$ cat src/hw/rtl/ndsag_pkg.sv
package ndsag_pkg;

  localparam int MAX_DIMS_DEF    = 4;
  localparam int EXTENT_BITS_DEF = 16;

  localparam int IDX_W  = 32;
  localparam int OFS_W  = 48;
  localparam int DATA_W = 64;
  localparam int CFG_W  = 64;
  localparam int STEP_W = $clog2(IDX_W);

  localparam int QUEUE_DEPTH = 2;
  localparam int QAW = $clog2(QUEUE_DEPTH);
  localparam int QCW = $clog2(QUEUE_DEPTH + 1);

  typedef logic [2:0] reg_idx_t;
  localparam reg_idx_t REG_RANK    = 3'd0;
  localparam reg_idx_t REG_ESIZE   = 3'd1;
  localparam reg_idx_t REG_START   = 3'd2;
  localparam reg_idx_t REG_EXTENTS = 3'd3;
  localparam reg_idx_t REG_STRIDES = 3'd4;

  typedef logic [1:0] esize_t;
  localparam esize_t ESIZE_1B = 2'd0;
  localparam esize_t ESIZE_2B = 2'd1;
  localparam esize_t ESIZE_4B = 2'd2;
  localparam esize_t ESIZE_8B = 2'd3;

  typedef struct packed {
    logic              first;
    logic [DATA_W-1:0] data;
  } item_t;

  function automatic logic [DATA_W-1:0] elem_mask(input esize_t code);
    logic [DATA_W-1:0] m;
    case (code)
      ESIZE_1B: m = DATA_W'(64'h0000_0000_0000_00FF);
      ESIZE_2B: m = DATA_W'(64'h0000_0000_0000_FFFF);
      ESIZE_4B: m = DATA_W'(64'h0000_0000_FFFF_FFFF);
      default:  m = '1;
    endcase
    return m;
  endfunction

endpackage

$ cat src/hw/rtl/ndsag_cfg.sv
module ndsag_cfg #(
  parameter int MAX_DIMS    = ndsag_pkg::MAX_DIMS_DEF,
  parameter int EXTENT_BITS = ndsag_pkg::EXTENT_BITS_DEF,
  localparam int DW = (MAX_DIMS > 1) ? $clog2(MAX_DIMS) : 1
) (
  input  logic                                         clk,
  input  logic                                         rst,
  input  logic                                         cfg_we,
  input  ndsag_pkg::reg_idx_t                          cfg_index,
  input  logic [ndsag_pkg::CFG_W-1:0]                  cfg_data,
  output logic [DW-1:0]                                rank_last,
  output ndsag_pkg::esize_t                            elem_size_code,
  output logic [ndsag_pkg::IDX_W-1:0]                  start_index,
  output logic [MAX_DIMS-1:0][EXTENT_BITS-1:0]         ext_eff,
  output logic [MAX_DIMS-1:0][EXTENT_BITS-1:0]         strides,
  output logic [MAX_DIMS-1:0][ndsag_pkg::OFS_W-1:0]    stride_sx,
  output logic [MAX_DIMS-1:0][ndsag_pkg::OFS_W-1:0]    corr
);

  localparam int PADW = ndsag_pkg::CFG_W + MAX_DIMS * EXTENT_BITS;
  localparam int PW   = 2 * EXTENT_BITS + 1;

  logic [2:0]                  rank_in_use;
  logic [ndsag_pkg::CFG_W-1:0] extents_packed;
  logic [ndsag_pkg::CFG_W-1:0] strides_packed;
  logic [PADW-1:0]             ext_pad;
  logic [PADW-1:0]             str_pad;
  logic [3:0]                  rank_eff;

  always_ff @(posedge clk) begin
    if (rst) begin
      rank_in_use    <= 3'd1;
      elem_size_code <= ndsag_pkg::ESIZE_1B;
      start_index    <= '0;
      extents_packed <= '0;
      strides_packed <= '0;
    end else if (cfg_we) begin
      case (cfg_index)
        ndsag_pkg::REG_RANK:    rank_in_use    <= cfg_data[2:0];
        ndsag_pkg::REG_ESIZE:   elem_size_code <= cfg_data[1:0];
        ndsag_pkg::REG_START:   start_index    <= cfg_data[ndsag_pkg::IDX_W-1:0];
        ndsag_pkg::REG_EXTENTS: extents_packed <= cfg_data;
        ndsag_pkg::REG_STRIDES: strides_packed <= cfg_data;
        default: ;
      endcase
    end
  end

  always_comb begin
    if (rank_in_use == 3'd0) begin
      rank_eff = 4'd1;
    end else if (int'(rank_in_use) > MAX_DIMS) begin
      rank_eff = 4'(MAX_DIMS);
    end else begin
      rank_eff = {1'b0, rank_in_use};
    end
    rank_last = DW'(rank_eff - 4'd1);
  end

  assign ext_pad = PADW'(extents_packed);
  assign str_pad = PADW'(strides_packed);

  for (genvar d = 0; d < MAX_DIMS; d++) begin : g_dim
    logic [EXTENT_BITS-1:0] ext_raw;
    assign ext_raw      = ext_pad[d*EXTENT_BITS +: EXTENT_BITS];
    assign ext_eff[d]   = (ext_raw == '0) ? EXTENT_BITS'(1) : ext_raw;
    assign strides[d]   = str_pad[d*EXTENT_BITS +: EXTENT_BITS];
    assign stride_sx[d] = ndsag_pkg::OFS_W'(signed'(strides[d]));
  end

  for (genvar d = 0; d < MAX_DIMS; d++) begin : g_corr
    if (d < MAX_DIMS - 1) begin : g_mul
      logic signed [PW-1:0] ep;
      assign ep = $signed({1'b0, ext_eff[d+1]}) * $signed(strides[d+1]);
      always_ff @(posedge clk) begin
        corr[d] <= stride_sx[d] - ndsag_pkg::OFS_W'(ep);
      end
    end else begin : g_none
      assign corr[d] = '0;
    end
  end

endmodule

$ cat src/hw/rtl/ndsag_queue.sv
module ndsag_queue (
  input  logic             clk,
  input  logic             rst,
  input  logic             push,
  input  ndsag_pkg::item_t wr_item,
  output logic             full,
  input  logic             pop,
  output logic             head_valid,
  output ndsag_pkg::item_t head
);

  ndsag_pkg::item_t               mem [ndsag_pkg::QUEUE_DEPTH];
  logic [ndsag_pkg::QAW-1:0]      wr_ptr;
  logic [ndsag_pkg::QAW-1:0]      rd_ptr;
  logic [ndsag_pkg::QCW-1:0]      count;
  logic                           do_push;
  logic                           do_pop;

  assign full       = (count == ndsag_pkg::QCW'(ndsag_pkg::QUEUE_DEPTH));
  assign head_valid = (count != '0);
  assign head       = mem[rd_ptr];
  assign do_push    = push && !full;
  assign do_pop     = pop && head_valid;

  always_ff @(posedge clk) begin
    if (do_push) begin
      mem[wr_ptr] <= wr_item;
    end
  end

  always_ff @(posedge clk) begin
    if (rst) begin
      wr_ptr <= '0;
      rd_ptr <= '0;
      count  <= '0;
    end else begin
      if (do_push) begin
        wr_ptr <= wr_ptr + 1'b1;
      end
      if (do_pop) begin
        rd_ptr <= rd_ptr + 1'b1;
      end
      case ({do_push, do_pop})
        2'b10:   count <= count + 1'b1;
        2'b01:   count <= count - 1'b1;
        default: count <= count;
      endcase
    end
  end

endmodule

$ cat src/hw/rtl/ndsag_back.sv
module ndsag_back #(
  parameter int MAX_DIMS    = ndsag_pkg::MAX_DIMS_DEF,
  parameter int EXTENT_BITS = ndsag_pkg::EXTENT_BITS_DEF,
  localparam int DW = (MAX_DIMS > 1) ? $clog2(MAX_DIMS) : 1
) (
  input  logic                                         clk,
  input  logic                                         rst,
  input  logic                                         head_valid,
  input  ndsag_pkg::item_t                             head,
  output logic                                         pop,
  input  logic [DW-1:0]                                rank_last,
  input  ndsag_pkg::esize_t                            elem_size_code,
  input  logic [ndsag_pkg::IDX_W-1:0]                  start_index,
  input  logic [MAX_DIMS-1:0][EXTENT_BITS-1:0]         ext_eff,
  input  logic [MAX_DIMS-1:0][EXTENT_BITS-1:0]         strides,
  input  logic [MAX_DIMS-1:0][ndsag_pkg::OFS_W-1:0]    stride_sx,
  input  logic [MAX_DIMS-1:0][ndsag_pkg::OFS_W-1:0]    corr,
  output logic                                         out_valid,
  input  logic                                         out_ready,
  output logic [ndsag_pkg::IDX_W-1:0]                  dest_offset,
  output logic [ndsag_pkg::DATA_W-1:0]                 out_data,
  output logic                                         offset_bad
);

  localparam int EB    = EXTENT_BITS;
  localparam int PW    = 2 * EB + 1;
  localparam int OFS_W = ndsag_pkg::OFS_W;
  localparam int IDX_W = ndsag_pkg::IDX_W;

  typedef enum logic [4:0] {
    ST_IDLE = 5'b00001,
    ST_DIV  = 5'b00010,
    ST_MUL  = 5'b00100,
    ST_ACC  = 5'b01000,
    ST_EMIT = 5'b10000
  } state_t;

  state_t                       state;
  logic [MAX_DIMS-1:0][EB-1:0]  coord;
  logic [MAX_DIMS-1:0][EB-1:0]  coord_next;
  logic [OFS_W-1:0]             ofs;
  logic [OFS_W-1:0]             ofs_next;
  logic [IDX_W-1:0]             quo;
  logic [EB-1:0]                rem;
  logic [ndsag_pkg::STEP_W-1:0] step;
  logic [DW-1:0]                dim;
  logic signed [PW-1:0]         prod;
  logic [OFS_W-1:0]             acc;
  logic [OFS_W-1:0]             acc_next;
  logic [MAX_DIMS-1:0]          wrap;
  logic [EB:0]                  trial;
  logic                         fits;
  logic                         out_free;
  logic                         emit;

  assign out_free = !out_valid || out_ready;
  assign emit     = out_free && head_valid &&
                    ((state == ST_IDLE && !head.first) || state == ST_EMIT);
  assign pop      = emit;

  assign trial    = {rem, quo[IDX_W-1]};
  assign fits     = trial >= {1'b0, ext_eff[dim]};
  assign acc_next = acc + OFS_W'(prod);

  for (genvar d = 0; d < MAX_DIMS; d++) begin : g_wrap
    assign wrap[d] = ((EB+1)'(coord[d]) + (EB+1)'(1)) >= {1'b0, ext_eff[d]};
  end

  always_comb begin
    logic carry;
    logic cin;
    carry      = 1'b0;
    coord_next = coord;
    ofs_next   = ofs + stride_sx[rank_last];
    for (int d = MAX_DIMS - 1; d >= 0; d--) begin
      if (d == int'(rank_last)) begin
        cin = 1'b1;
      end else if (d > int'(rank_last)) begin
        cin = 1'b0;
      end else begin
        cin = carry;
      end
      if (cin) begin
        coord_next[d] = wrap[d] ? '0 : EB'(coord[d] + 1'b1);
        if (d != int'(rank_last)) begin
          ofs_next = ofs_next + corr[d];
        end
      end
      carry = cin & wrap[d];
    end
  end

  always_ff @(posedge clk) begin
    if (rst) begin
      state     <= ST_IDLE;
      coord     <= '0;
      ofs       <= '0;
      out_valid <= 1'b0;
    end else begin
      if (emit) begin
        out_valid <= 1'b1;
        coord     <= coord_next;
        ofs       <= ofs_next;
      end else if (out_ready) begin
        out_valid <= 1'b0;
      end
      case (state)
        ST_IDLE: begin
          if (head_valid && head.first) begin
            coord <= '0;
            state <= ST_DIV;
          end
        end
        ST_DIV: begin
          if (step == ndsag_pkg::STEP_W'(IDX_W - 1)) begin
            coord[dim] <= fits ? EB'(trial - {1'b0, ext_eff[dim]}) : EB'(trial);
            state      <= ST_MUL;
          end
        end
        ST_MUL: begin
          state <= ST_ACC;
        end
        ST_ACC: begin
          if (dim == '0) begin
            ofs   <= acc_next;
            state <= ST_EMIT;
          end else begin
            state <= ST_DIV;
          end
        end
        ST_EMIT: begin
          if (emit) begin
            state <= ST_IDLE;
          end
        end
        default: state <= ST_IDLE;
      endcase
    end
  end

  always_ff @(posedge clk) begin
    case (state)
      ST_IDLE: begin
        quo  <= start_index;
        rem  <= '0;
        step <= '0;
        dim  <= rank_last;
        acc  <= '0;
      end
      ST_DIV: begin
        rem  <= fits ? EB'(trial - {1'b0, ext_eff[dim]}) : EB'(trial);
        quo  <= {quo[IDX_W-2:0], fits};
        step <= step + 1'b1;
      end
      ST_MUL: begin
        prod <= $signed({1'b0, coord[dim]}) * $signed(strides[dim]);
      end
      ST_ACC: begin
        acc  <= acc_next;
        rem  <= '0;
        step <= '0;
        if (dim != '0) begin
          dim <= dim - 1'b1;
        end
      end
      default: ;
    endcase
    if (emit) begin
      dest_offset <= ofs[IDX_W-1:0];
      out_data    <= head.data & ndsag_pkg::elem_mask(elem_size_code);
      offset_bad  <= |ofs[OFS_W-1:IDX_W];
    end
  end

endmodule

$ cat src/hw/rtl/nd_strided_scatter_address_gen.sv
// Scatter address generator for an N-dimensional transpose.
// Input channel (in_valid/in_ready): one source element per beat, in linear
// order; first marks the element at start_index and restarts the coordinates.
// Output channel (out_valid/out_ready): one beat per input element, in order,
// with the destination offset, the element masked to its size, and a flag for
// offsets outside the 32-bit range.
// Configuration: write cfg_data to register cfg_index while no beat is in
// flight; rank, element size, start index, packed extents and strides.
// Timing: an ordinary element passes through the queue and then the output
// register, and elements stream at one per cycle while the receiver is ready.
// An element marked first splits the start index with a bit-serial divider
// for each dimension, followed by a multiply and an accumulate step.
// A two-entry queue sits between the input and the address engine, and the
// output is registered: a stalled receiver holds the result, the engine waits
// before emitting the next, and in_ready drops once the queue fills.
// Reset: coordinates and offset clear, rank reads 1, other configuration registers 0.
module nd_strided_scatter_address_gen #(
  parameter int MAX_DIMS    = ndsag_pkg::MAX_DIMS_DEF,
  parameter int EXTENT_BITS = ndsag_pkg::EXTENT_BITS_DEF
) (
  input  logic                          clk,
  input  logic                          rst,
  input  logic                          cfg_we,
  input  ndsag_pkg::reg_idx_t           cfg_index,
  input  logic [ndsag_pkg::CFG_W-1:0]   cfg_data,
  input  logic                          in_valid,
  output logic                          in_ready,
  input  logic                          first,
  input  logic [ndsag_pkg::DATA_W-1:0]  elem_data,
  output logic                          out_valid,
  input  logic                          out_ready,
  output logic [ndsag_pkg::IDX_W-1:0]   dest_offset,
  output logic [ndsag_pkg::DATA_W-1:0]  out_data,
  output logic                          offset_bad
);

  localparam int DW = (MAX_DIMS > 1) ? $clog2(MAX_DIMS) : 1;

  logic [DW-1:0]                                rank_last;
  ndsag_pkg::esize_t                            elem_size_code;
  logic [ndsag_pkg::IDX_W-1:0]                  start_index;
  logic [MAX_DIMS-1:0][EXTENT_BITS-1:0]         ext_eff;
  logic [MAX_DIMS-1:0][EXTENT_BITS-1:0]         strides;
  logic [MAX_DIMS-1:0][ndsag_pkg::OFS_W-1:0]    stride_sx;
  logic [MAX_DIMS-1:0][ndsag_pkg::OFS_W-1:0]    corr;
  ndsag_pkg::item_t                             wr_item;
  ndsag_pkg::item_t                             head;
  logic                                         full;
  logic                                         head_valid;
  logic                                         pop;

  assign in_ready      = !full;
  assign wr_item.first = first;
  assign wr_item.data  = elem_data;

  ndsag_cfg #(
    .MAX_DIMS    (MAX_DIMS),
    .EXTENT_BITS (EXTENT_BITS)
  ) u_cfg (
    .clk            (clk),
    .rst            (rst),
    .cfg_we         (cfg_we),
    .cfg_index      (cfg_index),
    .cfg_data       (cfg_data),
    .rank_last      (rank_last),
    .elem_size_code (elem_size_code),
    .start_index    (start_index),
    .ext_eff        (ext_eff),
    .strides        (strides),
    .stride_sx      (stride_sx),
    .corr           (corr)
  );

  ndsag_queue u_queue (
    .clk        (clk),
    .rst        (rst),
    .push       (in_valid),
    .wr_item    (wr_item),
    .full       (full),
    .pop        (pop),
    .head_valid (head_valid),
    .head       (head)
  );

  ndsag_back #(
    .MAX_DIMS    (MAX_DIMS),
    .EXTENT_BITS (EXTENT_BITS)
  ) u_back (
    .clk            (clk),
    .rst            (rst),
    .head_valid     (head_valid),
    .head           (head),
    .pop            (pop),
    .rank_last      (rank_last),
    .elem_size_code (elem_size_code),
    .start_index    (start_index),
    .ext_eff        (ext_eff),
    .strides        (strides),
    .stride_sx      (stride_sx),
    .corr           (corr),
    .out_valid      (out_valid),
    .out_ready      (out_ready),
    .dest_offset    (dest_offset),
    .out_data       (out_data),
    .offset_bad     (offset_bad)
  );

endmodule
$ cat config.mk
export PLATFORM = sky130hd
export DESIGN_NAME = nd_strided_scatter_address_gen
export DESIGN_NICKNAME = d
export VERILOG_FILES = /design/src/hw/rtl/ndsag_pkg.sv /design/src/hw/rtl/ndsag_cfg.sv /design/src/hw/rtl/ndsag_queue.sv /design/src/hw/rtl/ndsag_back.sv /design/src/hw/rtl/nd_strided_scatter_address_gen.sv
export SDC_FILE = /design/constraint.sdc
export NUM_CORES = 2
export LEC_CHECK = 0
export ABC_CLOCK_PERIOD_IN_PS = 31300
export BUFFER_PORTS_ARGS = -buffer_cell sky130_fd_sc_hd__buf_2
export CORE_MARGIN = 5
export CORE_UTILIZATION = 51
export DETAILED_ROUTE_END_ITERATION = 6
export PLACE_DENSITY = 0.67
export SLEW_MARGIN = 0
export SYNTH_ARGS = -nofsm -noshare
export SYNTH_HDL_FRONTEND = slang
export SYNTH_SLANG_ARGS = --single-unit
$ cat constraint.sdc
create_clock -name clk -period 31.3 [get_ports clk]
set_input_delay 4.695 -clock clk [delete_from_list [all_inputs] [get_ports clk]]
set_output_delay 4.695 -clock clk [all_outputs]
set_load 0.005 [all_outputs]
# --- Word level (Yosys, flattened, before mapping) ---
# Memory sizes are Yosys's and may differ from the RTL's. A register that Yosys moved wholly into a read port is not among the register bits.
# Cells that the tools add are included.
word_totals:
  reg_bits: 664
  latchBits: 0
  mem_bits_rw: 130
  rom_bits: 0
  out_inout_bits: 99
  wordCells: 199
  mem_count: 1
classes:
  addsub: 24
  mul: 4
  div: 0
  order_cmp: 11
  n_eq_ne: 24
  shifts: 0
  mux: 66
  n_bitwise: 4
  reduce_logical: 38
mem_list:
  columns: ["memory", "depth", "word_bits", "rd", "rd_ports_with_merged_regs", "wr", "line_no", "text"]
  rows:
  - ["u_queue.mem", 2, 65, 1, 1, 1, "ndsag_queue.sv:12", "ndsag_pkg::item_t mem [ndsag_pkg::QUEUE_DEPTH];"]
op_table:
  columns: ["operator", "n"]
  rows:
  - ["$mux 48", 10]
  - ["$mux 64", 5]
  - ["$mux 16", 17]
  - ["$add 48x48->48", 5]
  - ["$pmux 64 s3", 1]
  - ["$mul 17x16->33", 4]
  - ["$pmux 64 s2", 1]
  - ["$sub 16x33->34", 3]
  - ["$bmux 16 s2", 3]
  - ["$bmux 48 s2", 1]
  - ["$pmux 48 s2", 1]
  - ["$ge 17x16->1", 5]
  - ["$add 16x1->17 const B", 4]
  - ["$add 16x1->16 const B", 4]
  - ["$and 64x64->64", 1]
  - ["$bwmux 64", 1]
  - ["$logic_not 16->1", 4]
  - ["$pmux 32 s2", 1]
  - ["$demux 16 s2", 1]
  - ["$pmux 16 s2", 1]
  - ["$pmux 5 s5", 1]
  - ["$mux 5", 4]
  - ["$reduce_bool 2->1", 8]
  - ["$reduce_or 16->1", 1]
  - ["38 further kinds", 84]

# --- Depth between registers and ports, before layout ---
logic_depth:
  word_depth: 20
  mapped_depth: 56
  mapped_depth_nobuf: 53

# --- Cells and area by module ---
# A second synthesis with hierarchy kept.
hier_totals:
  cells_unflattened: 9792
  hier_area_um2: 87139.8
modules_own_cells:
  columns: ["mod", "n_inst", "cells_per_inst", "area_per_inst_um2", "seq_area_each_um2"]
  rows:
  - ["ndsag_back", 1, 4894, 41921.5, 9359.0]
  - ["ndsag_cfg", 1, 4669, 40317.4, 5345.1]
  - ["ndsag_queue", 1, 228, 4897.2, 4003.8]
  - ["nd_strided_scatter_address_gen", 1, 1, 3.8, 0.0]

# --- Least setup slack after synthesis ---
# OpenSTA, ideal clock, no wires.
synth_path:
  path_kind: "register -> register"
  startpoint: "register u_cfg.rank_in_use[2]"
  endpoint: "register u_back.ofs[47]"
  t_arrival_ps: 11492
  setup_slack_ps: 19729
  stages_incl_launch_ff: 52
  n_path_buf: 5
  path_cell_list: "dfxtp_1 clkbuf_1 a21oi_1 clkbuf_1 ha_1 buf_1 buf_1 mux4_2 fa_1 a21oi_1 o21ai_1 a2111oi_2 o31ai_1 o211a_1 nor2_2 o21ai_1 a31oi_1 xnor2_1 [... 16 more ...] o211ai_1 xnor2_1 a21oi_1 ha_1 clkbuf_1 a21o_1 a21o_1 a21o_1 a21o_1 a21oi_1 o21ai_1 a41oi_1 mux2i_1 xnor3_1 xor2_1 a311oi_1 a21oi_1 o211ai_1"
synth_via:
  elab_chain_cells: 19
  elab_cells_between_ends: 38
  cone_classes: "5 x add/sub; 3 x order compare; 5 x eq/ne; 19 x mux; 3 x bitwise; 3 x reduce/logical"
synth_rtl:
  columns: ["element", "line_no", "text"]
  rows:
  - ["start, declared", "ndsag_cfg.sv:23", "logic [2:0] rank_in_use;"]
  - ["start signal, assigned", "ndsag_cfg.sv:39", "ndsag_pkg::REG_RANK: rank_in_use <= cfg_data[2:0];"]
  - ["$gt 3x3->1", "ndsag_cfg.sv:52", "end else if (int'(rank_in_use) > MAX_DIMS) begin"]
  - ["$mux 2", "ndsag_cfg.sv:52", null]
  - ["$mux 2 *", "ndsag_cfg.sv:50", "if (rank_in_use == 3'd0) begin"]
  - ["$sub 2x1->2 *", "ndsag_cfg.sv:57", "rank_last = DW'(rank_eff - 4'd1);"]
  - ["$bmux 48 s2 / $eq 1x2->1 (equally long branches)", "ndsag_back.sv:74, ndsag_back.sv:76", null]
  - ["$mux 48 (not written as such) / $mux 1 (equally long branches)", "ndsag_back.sv:74, ndsag_back.sv:76", null]
  - ["$add 48x48->48 / $and 1x1->1 (equally long branches)", "ndsag_back.sv:74, ndsag_back.sv:89", null]
  - ["$add 48x48->48 / $mux 1 (equally long branches)", "ndsag_back.sv:86, ndsag_back.sv:78", null]
  - ["[... 3 more ...]", null, null]
  - ["$mux 48 / $mux 1 (equally long branches)", "ndsag_back.sv:85, ndsag_back.sv:76", null]
  - ["$mux 48", "ndsag_back.sv:83", "if (cin) begin"]
  - ["$add 48x48->48", "ndsag_back.sv:86", "ofs_next = ofs_next + corr[d];"]
  - ["$mux 48", "ndsag_back.sv:85", "if (d != int'(rank_last)) begin"]
  - ["$mux 48 *", "ndsag_back.sv:83", null]
  - ["$mux 48 *", "ndsag_back.sv:100", "if (emit) begin"]
  - ["$mux 48", "ndsag_back.sv:124", "if (dim == '0) begin"]
  - ["$mux 48 *", "ndsag_back.sv:107", "case (state)"]
  - ["end signal, assigned", "ndsag_back.sv:103", "ofs <= ofs_next;"]
  - ["end signal, assigned", "ndsag_back.sv:125", "ofs <= acc_next;"]
  - ["end, declared", "ndsag_back.sv:41", "logic [OFS_W-1:0] ofs;"]
# Mark *: on every way between the ends. The rest lies on a longest branch, timed or not. The select of a mux whose other input is x is not followed.
# A chain may end at the register's enable or synchronous reset.

# --- Worst setup path in the final report ---
layout_path:
  startpoint: "register u_cfg.rank_in_use[0]"
  endpoint: "register u_back.ofs[47]"
# The elaborated chain is that of the path after synthesis.

==> out/metrics.yaml <==
outcome:
  status: "finished, final reports clean"
min_path:
  worst_hold_path_type: "reg -> reg"
die:
  die_w_um: 414
  core-area_mm2: 0.163
  die_h_um: 414
  io_pins: 236
  die_area_mm2: 0.172
  initial_core_util_pct: 51.3
  fp-row-count: 148
timing:
  period_share_pct: 40.2
  post-route-min-period_ps: 12580
  fmax_mhz: 79.5
  tightest_slew_ps: 1370
  setup_tns_ps: 0
  hold_viol: 0
  rsz0062_at_grt: "false"
  skew_ps: 74.6
  slew_viol_final: 0
  maxSlewHeadroom_pct: 8.39
  whs_ps: 456
  setup_violations: 0
clock_tree:
  clock_tree.root_cell: "clkbuf_16"
  cts_tree: "built"
  h-tree-depth: 3
  clockBufferDepth: 3
  clkLatencyLatePin_ps: 750
  cts_buffers: 89
  cts.sinks: 753
  ctsHoldBuffers: 0
  ctsResizeCount: 0
  path_clk_slew_ps: 60
  post-cts-setup-buffers: 0
worst_setup_path:
  setup.worst_path.class: "reg -> reg"
  cp.arrival_ps: 13230
  r2r-start: "u_cfg.rank_in_use[0]"
  r2r_end: "u_back.ofs[47]"
  end_kind: "register"
  crit_top_cell: "a21o_1"
  slowest_stage: "ha_1"
  reg2reg_depth: 49
  worstPathRequired_ps: 31940
  critPathCapture: "u_back.ofs[47]"
  critPathLaunch: "u_cfg.rank_in_use[0]"
  rrSetupSlack_ps: 18720
  path_max_fanout: 22
  start_kind: "register"
  slowest_delay_ps: 840
route:
  drtPass1Iterations: 6
  wire_per_inst_um: 23.4
  drt.antenna.violating_nets: 0
  routed_wl_mm: 269
  drtIter0Drc: 5755
  num_vias: 67100
  vias_per_cell: 5.84
  drc_errors: 0
final_layout:
  fin_nets: 11100
  syn_to_final_growth_pct: 8.04
  final-instance-count-excl-fill: 11500
  final_layout_size_suffix_gt1_share_pct: 8.24
pwr:
  ir_drop_mv: 0.0563
  p_total_mw: 5.32
  p_per_area_mw_per_mm2: 59.0
  power_leakage_nw: 41.9
placed_design:
  gp_congestion: 0.989
  dp.cells: 11300
  port_buffers: 235
  hpwl_mm: 211
synthesis:
  syn_nets: 11000
  yosys_register_bits: 753
  synth_edf_count: 363
  ys_seq_area_share_pct: 22.4
  yosysUniqueCellTypes: 114
  ys_async_sr_fraction_pct: 0
  synthFlopType: "dfxtp_1"
  synthCells: 9178
  synth_area_mm2: 0.0833
  ys_warn_count: 0
  post_synth.cell_area_avg_um2: 9.08
grt:
  grt_start_max_net_pins: 177
  grt_pass1_vias: 67600
  grt_pass1_wl_mm: 409
  grt.overflow.total: 0
  grt_antenna_before_repair: 18
  track_usage_pct: 30.8
flow_run:
  cap_violations: 0
-- worst max-delay path, delay by kind of cell, from the launching register on --
family,cells,cell delay (ps)
AOI/OAI and AO/OA,31,6470
adders and majority gates,6,2710
xor gates and xnor gates,5,1240
muxes,3,970
buffers and inverters,2,450
DFF,1,370
and+or+nand+nor,2,300
-- layout make-up --
type / count / area (um2)
fill: 14700 / 72500
multi-input combinational: 6840 / 58700
sequential: 753 / 18700
inverter: 1148 / 4310
tap: 2175 / 2720
clock buffer: 107 / 2500
timing repair buffer: 392 / 2380
clock inverter: 59 / 708
antenna: 10 / 25.0
-- per-layer routing --
metal / vias up / part of all wire [%] / GRT usage [%]
li1: 30500 / - / -
met1: 33300 / 41 / 40.2
met2: 2691 / 45 / 48.9
met3: 579 / 7.8 / 5.40
met4: 12 / 6.5 / 17.0
met5: - / 0.027 / 0
-- worst min path at each step --
| stage | startpoint | end | slack [ps] | cells after the start |
|---|---|---|---|---|
| floorplan | u_back.ofs[10] | u_back.dest_offset[10] | 430 | 0 |
| global placement | u_cfg.start_index[0] | u_cfg.start_index[0] | 440 | 2 |
| detailed placement | u_cfg.start_index[7] | u_cfg.start_index[7] | 450 | 2 |
| CTS | u_cfg.start_index[7] | u_cfg.start_index[7] | 460 | 2 |
| global route | u_cfg.start_index[16] | u_cfg.start_index[16] | 480 | 2 |
| finish | u_cfg.start_index[27] | u_cfg.start_index[27] | 460 | 2 |
-- state kept, by name, indices dropped and copies added, names as in the netlist, 2 cells and up, named ones only --
signal                cells
u_back.coord             64
u_cfg.start_index        32
u_queue.mem             130
u_cfg.rank_in_use         3
u_cfg.extents_packed     64
u_cfg.elem_size_code      2
u_cfg.corr              102
u_back.quo               32
u_back.prod              33
u_back.acc               48
u_back.state              5
u_back.step               5
u_back.dim                2
u_cfg.strides            64
u_back.ofs               48
u_back.out_data          64
u_queue.count             2
u_back.rem               16
u_back.dest_offset       32
-- report_power, final --
part	internal [mW]	switching, mW	total, mW	leakage [nW]
clock	0.662	0.473	1.13	1.57
sequential	1.29	0.167	1.45	6.76
combinational	0.988	1.74	2.73	33.5
-- logic make-up after synthesis --
family                   after synthesis  synth area share (%)
adder cells (fa/ha/maj)             1705                  33.5
AO/OA/AOI/OAI                       1693                  13.0
flip-flops                           753                  22.4
multiplexers                         212                  3.41
buffers and inverters               1585                  7.23
XOR/XNOR                             433                  4.57
AND/OR/NAND/NOR                     2797                  15.8
-- cell usage in the layout, fill, tap and decap left out, types with 58 or more instances in the layout --
cell          n
a21o_1      245
a21oi_1     631
and2_1      467
and3_1       59
buf_2       234
buf_4       156
clkbuf_16    96
dfxtp_1     389
edfxtp_1    363
fa_1        878
ha_1        827
inv_1      1142
mux2_2       61
mux2i_1      98
nand2_1    1153
nand2b_1     63
nand3_1      97
nor2_1      574
nor2b_1     107
nor3_1       60
o21a_1       66
o21ai_0     236
o21bai_1     58
xnor2_1     275
xor2_1      157
-- cell usage after synthesis, types with 12 or more instances --
cell | n | area (um2)
mux2i_1 | 98 | 981
or2_2 | 20 | 125
fa_1 | 878 | 17600
buf_1 | 32 | 120
edfxtp_1 | 363 | 10900
nor4_1 | 22 | 138
o21ai_0 | 241 | 1210
o22a_1 | 36 | 315
clkbuf_1 | 374 | 1400
ha_1 | 827 | 10300
and3_1 | 62 | 388
nor2_1 | 576 | 2160
o211ai_1 | 41 | 308
dfxtp_1 | 390 | 7810
and2_1 | 467 | 2920
nand2_1 | 1154 | 4330
a31oi_1 | 38 | 238
nor3b_1 | 34 | 255
and4_1 | 14 | 123
o21ai_1 | 43 | 215
nand2b_1 | 63 | 394
mux4_2 | 50 | 1130
nor2b_1 | 107 | 669
xor2_1 | 157 | 1380
inv_1 | 1144 | 4290
o22ai_1 | 27 | 169
a21o_1 | 245 | 1840
a21oi_1 | 632 | 3160
nand3_1 | 99 | 495
mux2_2 | 61 | 687
nand4_1 | 53 | 332
buf_2 | 21 | 105
a211o_1 | 12 | 105
o31ai_1 | 18 | 135
xnor2_1 | 275 | 2410
or3_1 | 22 | 138
nor3_1 | 61 | 305
o21a_1 | 66 | 495
o21bai_1 | 59 | 443
a211oi_1 | 51 | 383
-- through the flow --
stage / cell area, um2 / setup slack (ps) / utilization, %
after floorplan: 83300 / 19730 / -
final: 90000 / 18720 / 55.4
after detailed placement: 86800 / 18810 / 53.4
after global placement: 86800 / 18780 / 53.4
after global routing: 90000 / 17650 / 55.4
after CTS: 90000 / 18740 / 55.4
Power figures use the tool's default switching activity.
